===== config.mk =====
export PLATFORM = sky130hd
export DESIGN_NAME = stable_priority_queue
export DESIGN_NICKNAME = d
export VERILOG_FILES = /design/src/hw/rtl/spq_pkg.sv /design/src/hw/rtl/stable_priority_queue.sv
export SDC_FILE = /design/constraint.sdc
export NUM_CORES = 1
export LEC_CHECK = 0
export BUFFER_PORTS_ARGS = -buffer_cell sky130_fd_sc_hd__buf_4
export CORE_MARGIN = 5
export CORE_UTILIZATION = 40
export CTS_BUF_LIST = sky130_fd_sc_hd__clkbuf_8
export CTS_CLUSTER_SIZE = 30
export DETAILED_ROUTE_END_ITERATION = 10
export GPL_TIMING_DRIVEN = 0
export PLACE_DENSITY_LB_ADDON = 0.2
export SYNTH_ARGS = -nofsm -noshare
export SYNTH_HDL_FRONTEND = slang
export SYNTH_SLANG_ARGS = --single-unit

===== constraint.sdc =====
create_clock -name clk -period 11.9 [get_ports clk]
set_clock_uncertainty 0.05 [all_clocks]
set_input_delay 2.38 -clock clk [delete_from_list [all_inputs] [get_ports clk]]
set_output_delay 2.38 -clock clk [all_outputs]
set_load 0.02 [all_outputs]

===== src/hw/rtl/spq_pkg.sv =====
// Package for the stable priority queue: entry layout, opcodes and status codes.
// No dependencies; imported by stable_priority_queue, spq_order_checker and tb.
`timescale 1ns / 1ps

package spq_pkg;

  localparam int ValueWidth = 16;
  localparam int PrioWidth  = 8;

  typedef logic [1:0] opcode_t;
  typedef logic [1:0] status_t;

  localparam opcode_t OP_INSERT = 2'd0;
  localparam opcode_t OP_POP    = 2'd1;
  localparam opcode_t OP_PEEK   = 2'd2;
  localparam opcode_t OP_CLEAR  = 2'd3;

  localparam status_t STATUS_OK    = 2'd0;
  localparam status_t STATUS_EMPTY = 2'd1;
  localparam status_t STATUS_FULL  = 2'd2;

  typedef struct packed {
    logic [PrioWidth-1:0]  prio;
    logic [ValueWidth-1:0] value;
  } entry_t;

endpackage


===== src/hw/rtl/stable_priority_queue.sv =====
// Peek, clear, refused insert, insert into an empty queue, empty pop and one-entry pop give
// their beat straight from idle; any other insert first walks back past the entries of higher
// priority number, and a pop of a queue holding more than one entry moves every entry forward.
// The next item is taken at the earliest at the edge at which the result beat leaves, so an
// item holds the block until its result is taken; the walk of the entry memory runs one entry
// per cycle. Reset (rst_n low, synchronous) empties the queue and drops any result not yet
// taken. Depends on spq_pkg.
`timescale 1ns / 1ps

module stable_priority_queue
  import spq_pkg::*;
#(
  parameter int CAPACITY = 16
) (
  input  logic                                clk,
  input  logic                                rst_n,
  input  logic                                in_valid,
  output logic                                in_ready,
  input  logic [1:0]                          in_opcode,
  input  logic [15:0]                         in_entry_value,
  input  logic [7:0]                          in_entry_priority,
  output logic                                out_valid,
  input  logic                                out_ready,
  output logic [15:0]                         out_front_value,
  output logic [1:0]                          out_status,
  output logic [$clog2(CAPACITY+1)-1:0]       out_entry_count,
  output logic                                out_is_empty
);

  localparam int IW = $clog2(CAPACITY);
  localparam int CW = $clog2(CAPACITY + 1);

  // The sequencer walks the entry memory one slot per cycle. An insert scans from the
  // back towards the front, moving each entry with a larger priority number one place
  // back, and drops the new entry into the gap; equal priorities stay ahead of it, so
  // arrival order is kept. A pop walks from the front, moving every entry one place
  // forward. The front entry is mirrored in a register so that peeks need no read.
  typedef enum logic [1:0] {
    S_IDLE,
    S_INS,
    S_PUT,
    S_POP
  } state_t;

  state_t          state_r;
  logic [CW-1:0]   count_r;
  logic [IW-1:0]   scan_r;
  entry_t          new_r;
  logic [15:0]     front_r;

  logic            out_valid_r;
  logic [15:0]     out_value_r;
  status_t         out_status_r;
  logic [CW-1:0]   out_count_r;

  // Entry memory: one write and one registered read per cycle.
  entry_t          mem [CAPACITY];
  entry_t          rd_data_r;
  logic [IW-1:0]   rd_addr;
  logic            wr_en;
  logic [IW-1:0]   wr_addr;
  entry_t          wr_data;

  logic            in_fire;
  logic [IW-1:0]   cnt_m1;
  logic            shift_back;
  entry_t          in_entry;

  // A new item is taken only when the sequencer is idle and the result register is free
  // or being emptied in the same cycle.
  assign in_ready   = (state_r == S_IDLE) && (!out_valid_r || out_ready);
  assign in_fire    = in_valid && in_ready;
  assign cnt_m1     = IW'(count_r - CW'(1));
  assign shift_back = rd_data_r.prio > new_r.prio;
  assign in_entry   = '{prio: in_entry_priority, value: in_entry_value};

  assign out_valid       = out_valid_r;
  assign out_front_value = out_value_r;
  assign out_status      = out_status_r;
  assign out_entry_count = out_count_r;
  assign out_is_empty    = (out_count_r == '0);

  // Memory addressing. Reads are issued one step ahead; a read that turns out not to be
  // needed is simply ignored.
  always_comb begin
    rd_addr = '0;
    wr_en   = 1'b0;
    wr_addr = '0;
    wr_data = rd_data_r;
    unique case (state_r)
      S_IDLE: begin
        if (in_opcode == OP_INSERT) begin
          rd_addr = cnt_m1;
        end else begin
          rd_addr = IW'(1);
        end
        if (in_fire && in_opcode == OP_INSERT && count_r == '0) begin
          wr_en   = 1'b1;
          wr_data = in_entry;
        end
      end
      S_INS: begin
        wr_en   = 1'b1;
        wr_addr = scan_r + IW'(1);
        rd_addr = scan_r - IW'(1);
        if (!shift_back) begin
          wr_data = new_r;
        end
      end
      S_PUT: begin
        wr_en   = 1'b1;
        wr_data = new_r;
      end
      S_POP: begin
        wr_en   = 1'b1;
        wr_addr = scan_r - IW'(1);
        rd_addr = scan_r + IW'(1);
      end
      default: begin
        wr_en = 1'b0;
      end
    endcase
  end

  always_ff @(posedge clk) begin
    if (wr_en) begin
      mem[wr_addr] <= wr_data;
    end
  end

  always_ff @(posedge clk) begin
    rd_data_r <= mem[rd_addr];
  end

  // Sequencer together with the queue state and the result register.
  always_ff @(posedge clk) begin
    if (!rst_n) begin
      state_r     <= S_IDLE;
      count_r     <= '0;
      out_valid_r <= 1'b0;
    end else begin
      if (out_valid_r && out_ready) begin
        out_valid_r <= 1'b0;
      end
      unique case (state_r)
        S_IDLE: begin
          if (in_fire) begin
            new_r        <= in_entry;
            out_status_r <= STATUS_OK;
            out_count_r  <= count_r;
            out_value_r  <= (count_r != '0) ? front_r : 16'd0;
            unique case (in_opcode)
              OP_INSERT: begin
                if (count_r == CW'(CAPACITY)) begin
                  out_status_r <= STATUS_FULL;
                  out_valid_r  <= 1'b1;
                end else if (count_r == '0) begin
                  front_r      <= in_entry_value;
                  count_r      <= CW'(1);
                  out_value_r  <= in_entry_value;
                  out_count_r  <= CW'(1);
                  out_valid_r  <= 1'b1;
                end else begin
                  scan_r  <= cnt_m1;
                  state_r <= S_INS;
                end
              end
              OP_POP: begin
                if (count_r == '0) begin
                  out_status_r <= STATUS_EMPTY;
                  out_valid_r  <= 1'b1;
                end else if (count_r == CW'(1)) begin
                  count_r      <= '0;
                  out_count_r  <= '0;
                  out_valid_r  <= 1'b1;
                end else begin
                  scan_r  <= IW'(1);
                  state_r <= S_POP;
                end
              end
              OP_PEEK: begin
                if (count_r == '0) begin
                  out_status_r <= STATUS_EMPTY;
                end
                out_valid_r <= 1'b1;
              end
              OP_CLEAR: begin
                count_r     <= '0;
                out_value_r <= 16'd0;
                out_count_r <= '0;
                out_valid_r <= 1'b1;
              end
              default: begin
                out_valid_r <= 1'b0;
              end
            endcase
          end
        end
        S_INS: begin
          if (shift_back && scan_r == '0) begin
            state_r <= S_PUT;
          end else if (shift_back) begin
            scan_r <= scan_r - IW'(1);
          end else begin
            // The new entry lands behind the front, so the front stays as it was.
            count_r     <= count_r + CW'(1);
            out_count_r <= count_r + CW'(1);
            out_value_r <= front_r;
            out_valid_r <= 1'b1;
            state_r     <= S_IDLE;
          end
        end
        S_PUT: begin
          front_r     <= new_r.value;
          count_r     <= count_r + CW'(1);
          out_count_r <= count_r + CW'(1);
          out_value_r <= new_r.value;
          out_valid_r <= 1'b1;
          state_r     <= S_IDLE;
        end
        S_POP: begin
          if (scan_r == IW'(1)) begin
            front_r <= rd_data_r.value;
          end
          if (scan_r == cnt_m1) begin
            count_r     <= count_r - CW'(1);
            out_count_r <= count_r - CW'(1);
            out_valid_r <= 1'b1;
            state_r     <= S_IDLE;
          end else begin
            scan_r <= scan_r + IW'(1);
          end
        end
        default: begin
          state_r <= S_IDLE;
        end
      endcase
    end
  end

endmodule


### Word-level counts from Yosys, hierarchy flattened

Memory sizes are Yosys's and may differ from the RTL's. A register that Yosys moved wholly into a read port is not among the register bits.
Cells that the tools add are included.
Widths: inputs -> output; s select.

* add/subtract/negate cells: 4
* magnitude comparators: 1
* equal/unequal tests: 26
* mux-type cells: 68
* reductions and logical operators: 27

Operators with widths (count)
* $mux 16: 11
* $pmux 16 s3: 2
* $pmux 24 s3: 1
* $mux 24: 2
* $mux 5: 8
* $mux 4: 9
* $pmux 16 s2: 1
* $pmux 4 s3: 2
* $pmux 5 s4: 1
* $mux 2: 9
* $ne 2x2->1 const B: 8
* $pmux 4 s2: 2
* $ne 3x3->1 const B: 5
* $pmux 5 s3: 1
* $mux 1: 13
* $reduce_and 11->1: 1
* $logic_not 5->1: 2
* $reduce_and 5->1: 2
* $reduce_bool 3->1: 3
* $eq 2x2->1 const B: 4
* $gt 8x8->1: 1
* $pmux 2 s2: 2
* $pmux 2 s4: 1
* $reduce_and 8->1: 1
* 25 further kinds: 34

* register bits: 75
* RAM bits: 384
* input port bits: 30
* output and inout bits: 26
* word-level logic and storage cells: 137
* memories: 1

Memory list
* mem: depth 16, bits a word 24, rd ports 1, clocked after memory_dff 1, write ports 1, line stable_priority_queue.sv:57 `entry_t mem [CAPACITY];`

### Depth between registers and ports, before layout

* depth after elaboration: 10
* mapped depth: 13
* depth with buffers taken out: 8

### Least setup slack after synthesis

No wires, ideal clock.

* path type: input-to-reg
* start point: input port in_opcode[0]
* end point: register front_r[0] (enable)
* setup time: 0.478 ns
* arrival time: 5.574 ns
* data required time: 11.372 ns
* slack: 5.798 ns
* stages: 6
* path buffers: 0
* cell sequence: inv_1 -> ha_1 -> nand2_1 -> nor2_4 -> a21oi_1 -> a2111oi_0

* word-level cells in the longest chain between the ends: 3

Ends and longest elaborated chain
* start: declaration: line stable_priority_queue.sv:19 `input logic [1:0] in_opcode,`
* $logic_not 2->1: line stable_priority_queue.sv:152 `unique case (in_opcode)`
* $ne 2x1->1 (no source line)
* $reduce_and 7->1 (no source line)
* end signal: assignment: line stable_priority_queue.sv:158 `front_r <= in_entry_value;`
* end signal: assignment: line stable_priority_queue.sv:214 `front_r <= new_r.value;`
* end signal: assignment: line stable_priority_queue.sv:223 `front_r <= rd_data_r.value;`
* end: declaration: line stable_priority_queue.sv:49 `logic [15:0] front_r;`

Every way passes these cells.
A chain may end at the register's enable or synchronous reset.

### Worst setup path in the final report

* start point: input port out_ready
* end point: output port in_ready

* word-level cells in the longest chain between the ends: 2

Ends and longest elaborated chain
* start: declaration: line stable_priority_queue.sv:23 `input logic out_ready,`
* $logic_or 1x1->1: line stable_priority_queue.sv:71 `assign in_ready = (state_r == S_IDLE) && (!out_valid_r || out_ready);`
* $logic_and 1x1->1: line stable_priority_queue.sv:71
* end: declaration: line stable_priority_queue.sv:18 `output logic in_ready,`

Every way passes these cells.

==> flow_metrics.py <==
metrics = {
    "route": {
        "drc": 0,
        "drtPass1Iterations": 5,
        "maxUsedRoutingLayer": "met4",
        "drt-met1-wl_um": 25000,
        "avgViaCountPerCell": 5.78,
        "met3_length_um": 3460,
        "route.met2.wl_um": 28100,
        "vias": 13800,
        "wl_um": 58000,
        "detail_route.iter0.violations": 1228,
        "ant_nets": 0,
        "routedWlPerCell_um": 24.3,
    },
    "global_route": {
        "grt_usage": 0.203,
        "grt_pass1_wl_um": 86900,
        "grt_max_degree": 27,
        "grt_pass1_vias": 13700,
        "antenna_found_initial": 1,
        "grt_overflow_total": 0,
    },
    "worst_setup_path": {
        "end_kind": "primary output",
        "endpoint": "in_ready",
        "cp_data_arrival_time_ns": 3.07,
        "worst_setup_path_start_kind": "input port",
        "critPathKind": "in2out",
        "r2r_end": "rd_data_r[0]",
        "r2r-start": "count_r[0]",
        "path_max_fanout": 3,
        "ff2ff_path_depth": 10,
        "crit_slowest_cell": "nand2b_1",
        "cp_num_cells": 5,
        "path_delay_family": "buffers and inverters",
        "path_common_cell": "buf_4",
        "path_buf_inv": 3,
        "crit_chain": "buf_4 -> nand2b_1 -> nand2_1 -> inv_1 -> buf_4",
        "cp.required_ns": 9.47,
        "reg2reg_slack_ns": 7.28,
        "slowest_delay_ns": 0.19,
        "worstSetupStartpoint": "out_ready",
    },
    "sta": {
        "tns_ns": 0,
        "rsz0062_at_grt": "no",
        "hold_viol": 0,
        "tightest_slew_ns": 1.40,
        "slew_viol_final": 0,
        "min_period_over_period": 0.462,
        "clock.fmax_mhz": 182,
        "setup_slack_ns": 6.40,
        "period_needed_ns": 5.50,
        "max-slew-margin-rel": 0.0583,
        "setup_viol": 0,
    },
    "clock_tree": {
        "cts_tree": "done",
        "path_clk_slew_ns": 0.06,
        "clkSinkCount": 483,
        "postCtsSetupBuffers": 0,
        "h-tree-depth": 3,
        "root_buffer": "clkbuf_8",
        "clk_latency_ns": 0.65,
        "clk_path_buf_depth": 3,
        "hold_buffers": 0,
        "numCtsBuffers": 81,
        "cts_resized": 0,
    },
    "layout": {
        "drive_above_1_share": 0.151,
        "final_nets": 1699,
        "fin_cells": 2389,
        "fillerInstances": 4561,
        "syn_to_final_growth_pct": 15.8,
    },
    "logic_synthesis": {
        "synth_top_area_frac": 0.660,
        "ys.flop_type": "edfxtp_1",
        "ys_seq_elements": 483,
        "synth_edf_count": 451,
        "yosysUniqueCellTypes": 72,
        "avgSynthCellArea_um2": 13.9,
        "yosysMostFrequentCell": "edfxtp_1",
        "syn_nets": 1534,
        "syn_area_mm2": 0.0205,
        "yosys_warnings": 0,
        "netlist_top_cells_area": "edfxtp_1 66%, dfxtp_1 3.1%, mux2i_1 3.1%, nand2_1 2.2%, a21oi_1 1.9%",
        "synthTopCellsByCount": "451 x edfxtp_1, 121 x nand2_1, 79 x a21oi_1",
        "syn-instance-count": 1480,
        "async_flop_share": 0,
        "synth_top_area_cell": "edfxtp_1",
        "yosysSeqAreaShare": 0.692,
    },
    "run_status": {
        "outcome": "complete, no violations",
    },
    "power_and_ir_drop": {
        "p_per_area_mw_per_mm2": 250,
        "p_leak_nw": 7.84,
        "ir_drop_v": 0.000103,
    },
    "floorplan": {
        "ios": 56,
        "fp.dieH_um": 236,
        "die_x_um": 236,
        "die_area_mm2": 0.0559,
        "num_rows": 83,
        "initial_utilization": 0.401,
        "coreArea_mm2": 0.0511,
    },
    "worst_hold_path": {
        "min_path_type": "reg2reg",
    },
    "run": {
        "timing.max_cap.violations": 0,
    },
    "placed_design": {
        "routabilityCongestion": 0.875,
        "post-dp-hpwl_um": 40000,
        "port_buffers": 55,
        "placedCellCount": 2242,
        "pre_cts_ws_ns": 5.83,
    },
}
==> placed cells by master (no fill, tap or decap), types with 23 or more instances in the layout <==
cell type,instances
nand2_1,121
edfxtp_1,451
o311ai_0,36
a31oi_1,23
o22ai_1,31
mux2i_1,64
nor2_1,42
o211ai_1,32
buf_4,74
ha_1,24
or3_1,35
clkbuf_8,84
dfxtp_1,32
a22oi_1,40
inv_1,63
clkbuf_1,77
a21oi_1,79
o21ai_0,77
==> worst min path at each step <==
| stage | start | end | slack, ns | depth (start not counted) |
|---|---|---|---|---|
| after floorplan | mem[0][11] | rd_data_r[11] | 0.42 | 2 |
| after global placement | mem[0][1] | rd_data_r[1] | 0.46 | 2 |
| after detailed placement | mem[0][13] | rd_data_r[13] | 0.46 | 2 |
| after CTS | mem[0][13] | rd_data_r[13] | 0.48 | 2 |
| after global routing | mem[0][13] | rd_data_r[13] | 0.52 | 2 |
| final | mem[0][13] | rd_data_r[13] | 0.47 | 2 |
==> metal layers <==
metal  vias up  global-route usage
met5         -                   0
met4         0              0.0691
met3        91              0.0296
met2       572               0.339
met1      6885               0.273
li1       6252                   -
==> worst min-delay path, stage by stage (launching register included) <==
cell and delay (ns):
edfxtp_1 0.32, a2bb2oi_1 0.06, o32ai_1 0.09
==> power by group <==
group | internal, mW | switching [mW] | leakage [nW] | total [mW]
clock | 0.674 | 0.653 | 0.871 | 1.33
combinational | 0.661 | 1.54 | 2.60 | 2.20
sequential | 2.33 | 0.0849 | 4.37 | 2.42
==> metrics by stage <==
step / total power [mW] / instance area [µm²] / util / hold WS, ns
2_1_floorplan: 3.67 / 20500 / - / 0.425
3_3_place_gp: 4.49 / 21800 / 0.426 / 0.463
3_5_place_dp: 4.62 / 22300 / 0.437 / 0.459
4_1_cts: 5.96 / 23700 / 0.465 / 0.477
5_1_grt: 6.22 / 23800 / 0.465 / 0.516
6_report: 5.94 / 23800 / 0.465 / 0.471
==> state kept, by name, summed over array words and instances, names as in the netlist <==
register,count
rd_data_r,24
scan_r,4
state_r,2
out_status,2
front_r,16
out_entry_count,5
out_front_value,16
out_valid,1
mem,384
count_r,5
new_r,24
==> final cells by class <==
class,instances,area (µm²),area share
Clock inverter,61,275,0.0116
Tap cell,680,851,0.0358
Clock buffer,84,1160,0.0487
Timing Repair Buffer,82,704,0.0297
Antenna cell,2,5.00,0.000211
Sequential cell,483,14200,0.597
Buffer,109,462,0.0194
Inverter,26,97.6,0.00411
Multi-Input combinational cell,862,6020,0.253
==> cell families (layout without fill, tap and decap cells) <==
| group | count (synthesis) | in the layout | synth area share |
|---|---|---|---|
| buffers and inverters | 135 | 362 | 0.0273 |
| adders and majority gates | 24 | 24 | 0.0146 |
| other | 0 | 2 | 0 |
| xor gates and xnor gates | 10 | 10 | 0.00494 |
| muxes | 72 | 72 | 0.0356 |
| AOI/OAI and AO/OA | 461 | 461 | 0.157 |
| and+or+nand+nor | 295 | 295 | 0.0686 |
| DFF | 483 | 483 | 0.692 |
Power figures use the tool's default switching activity.
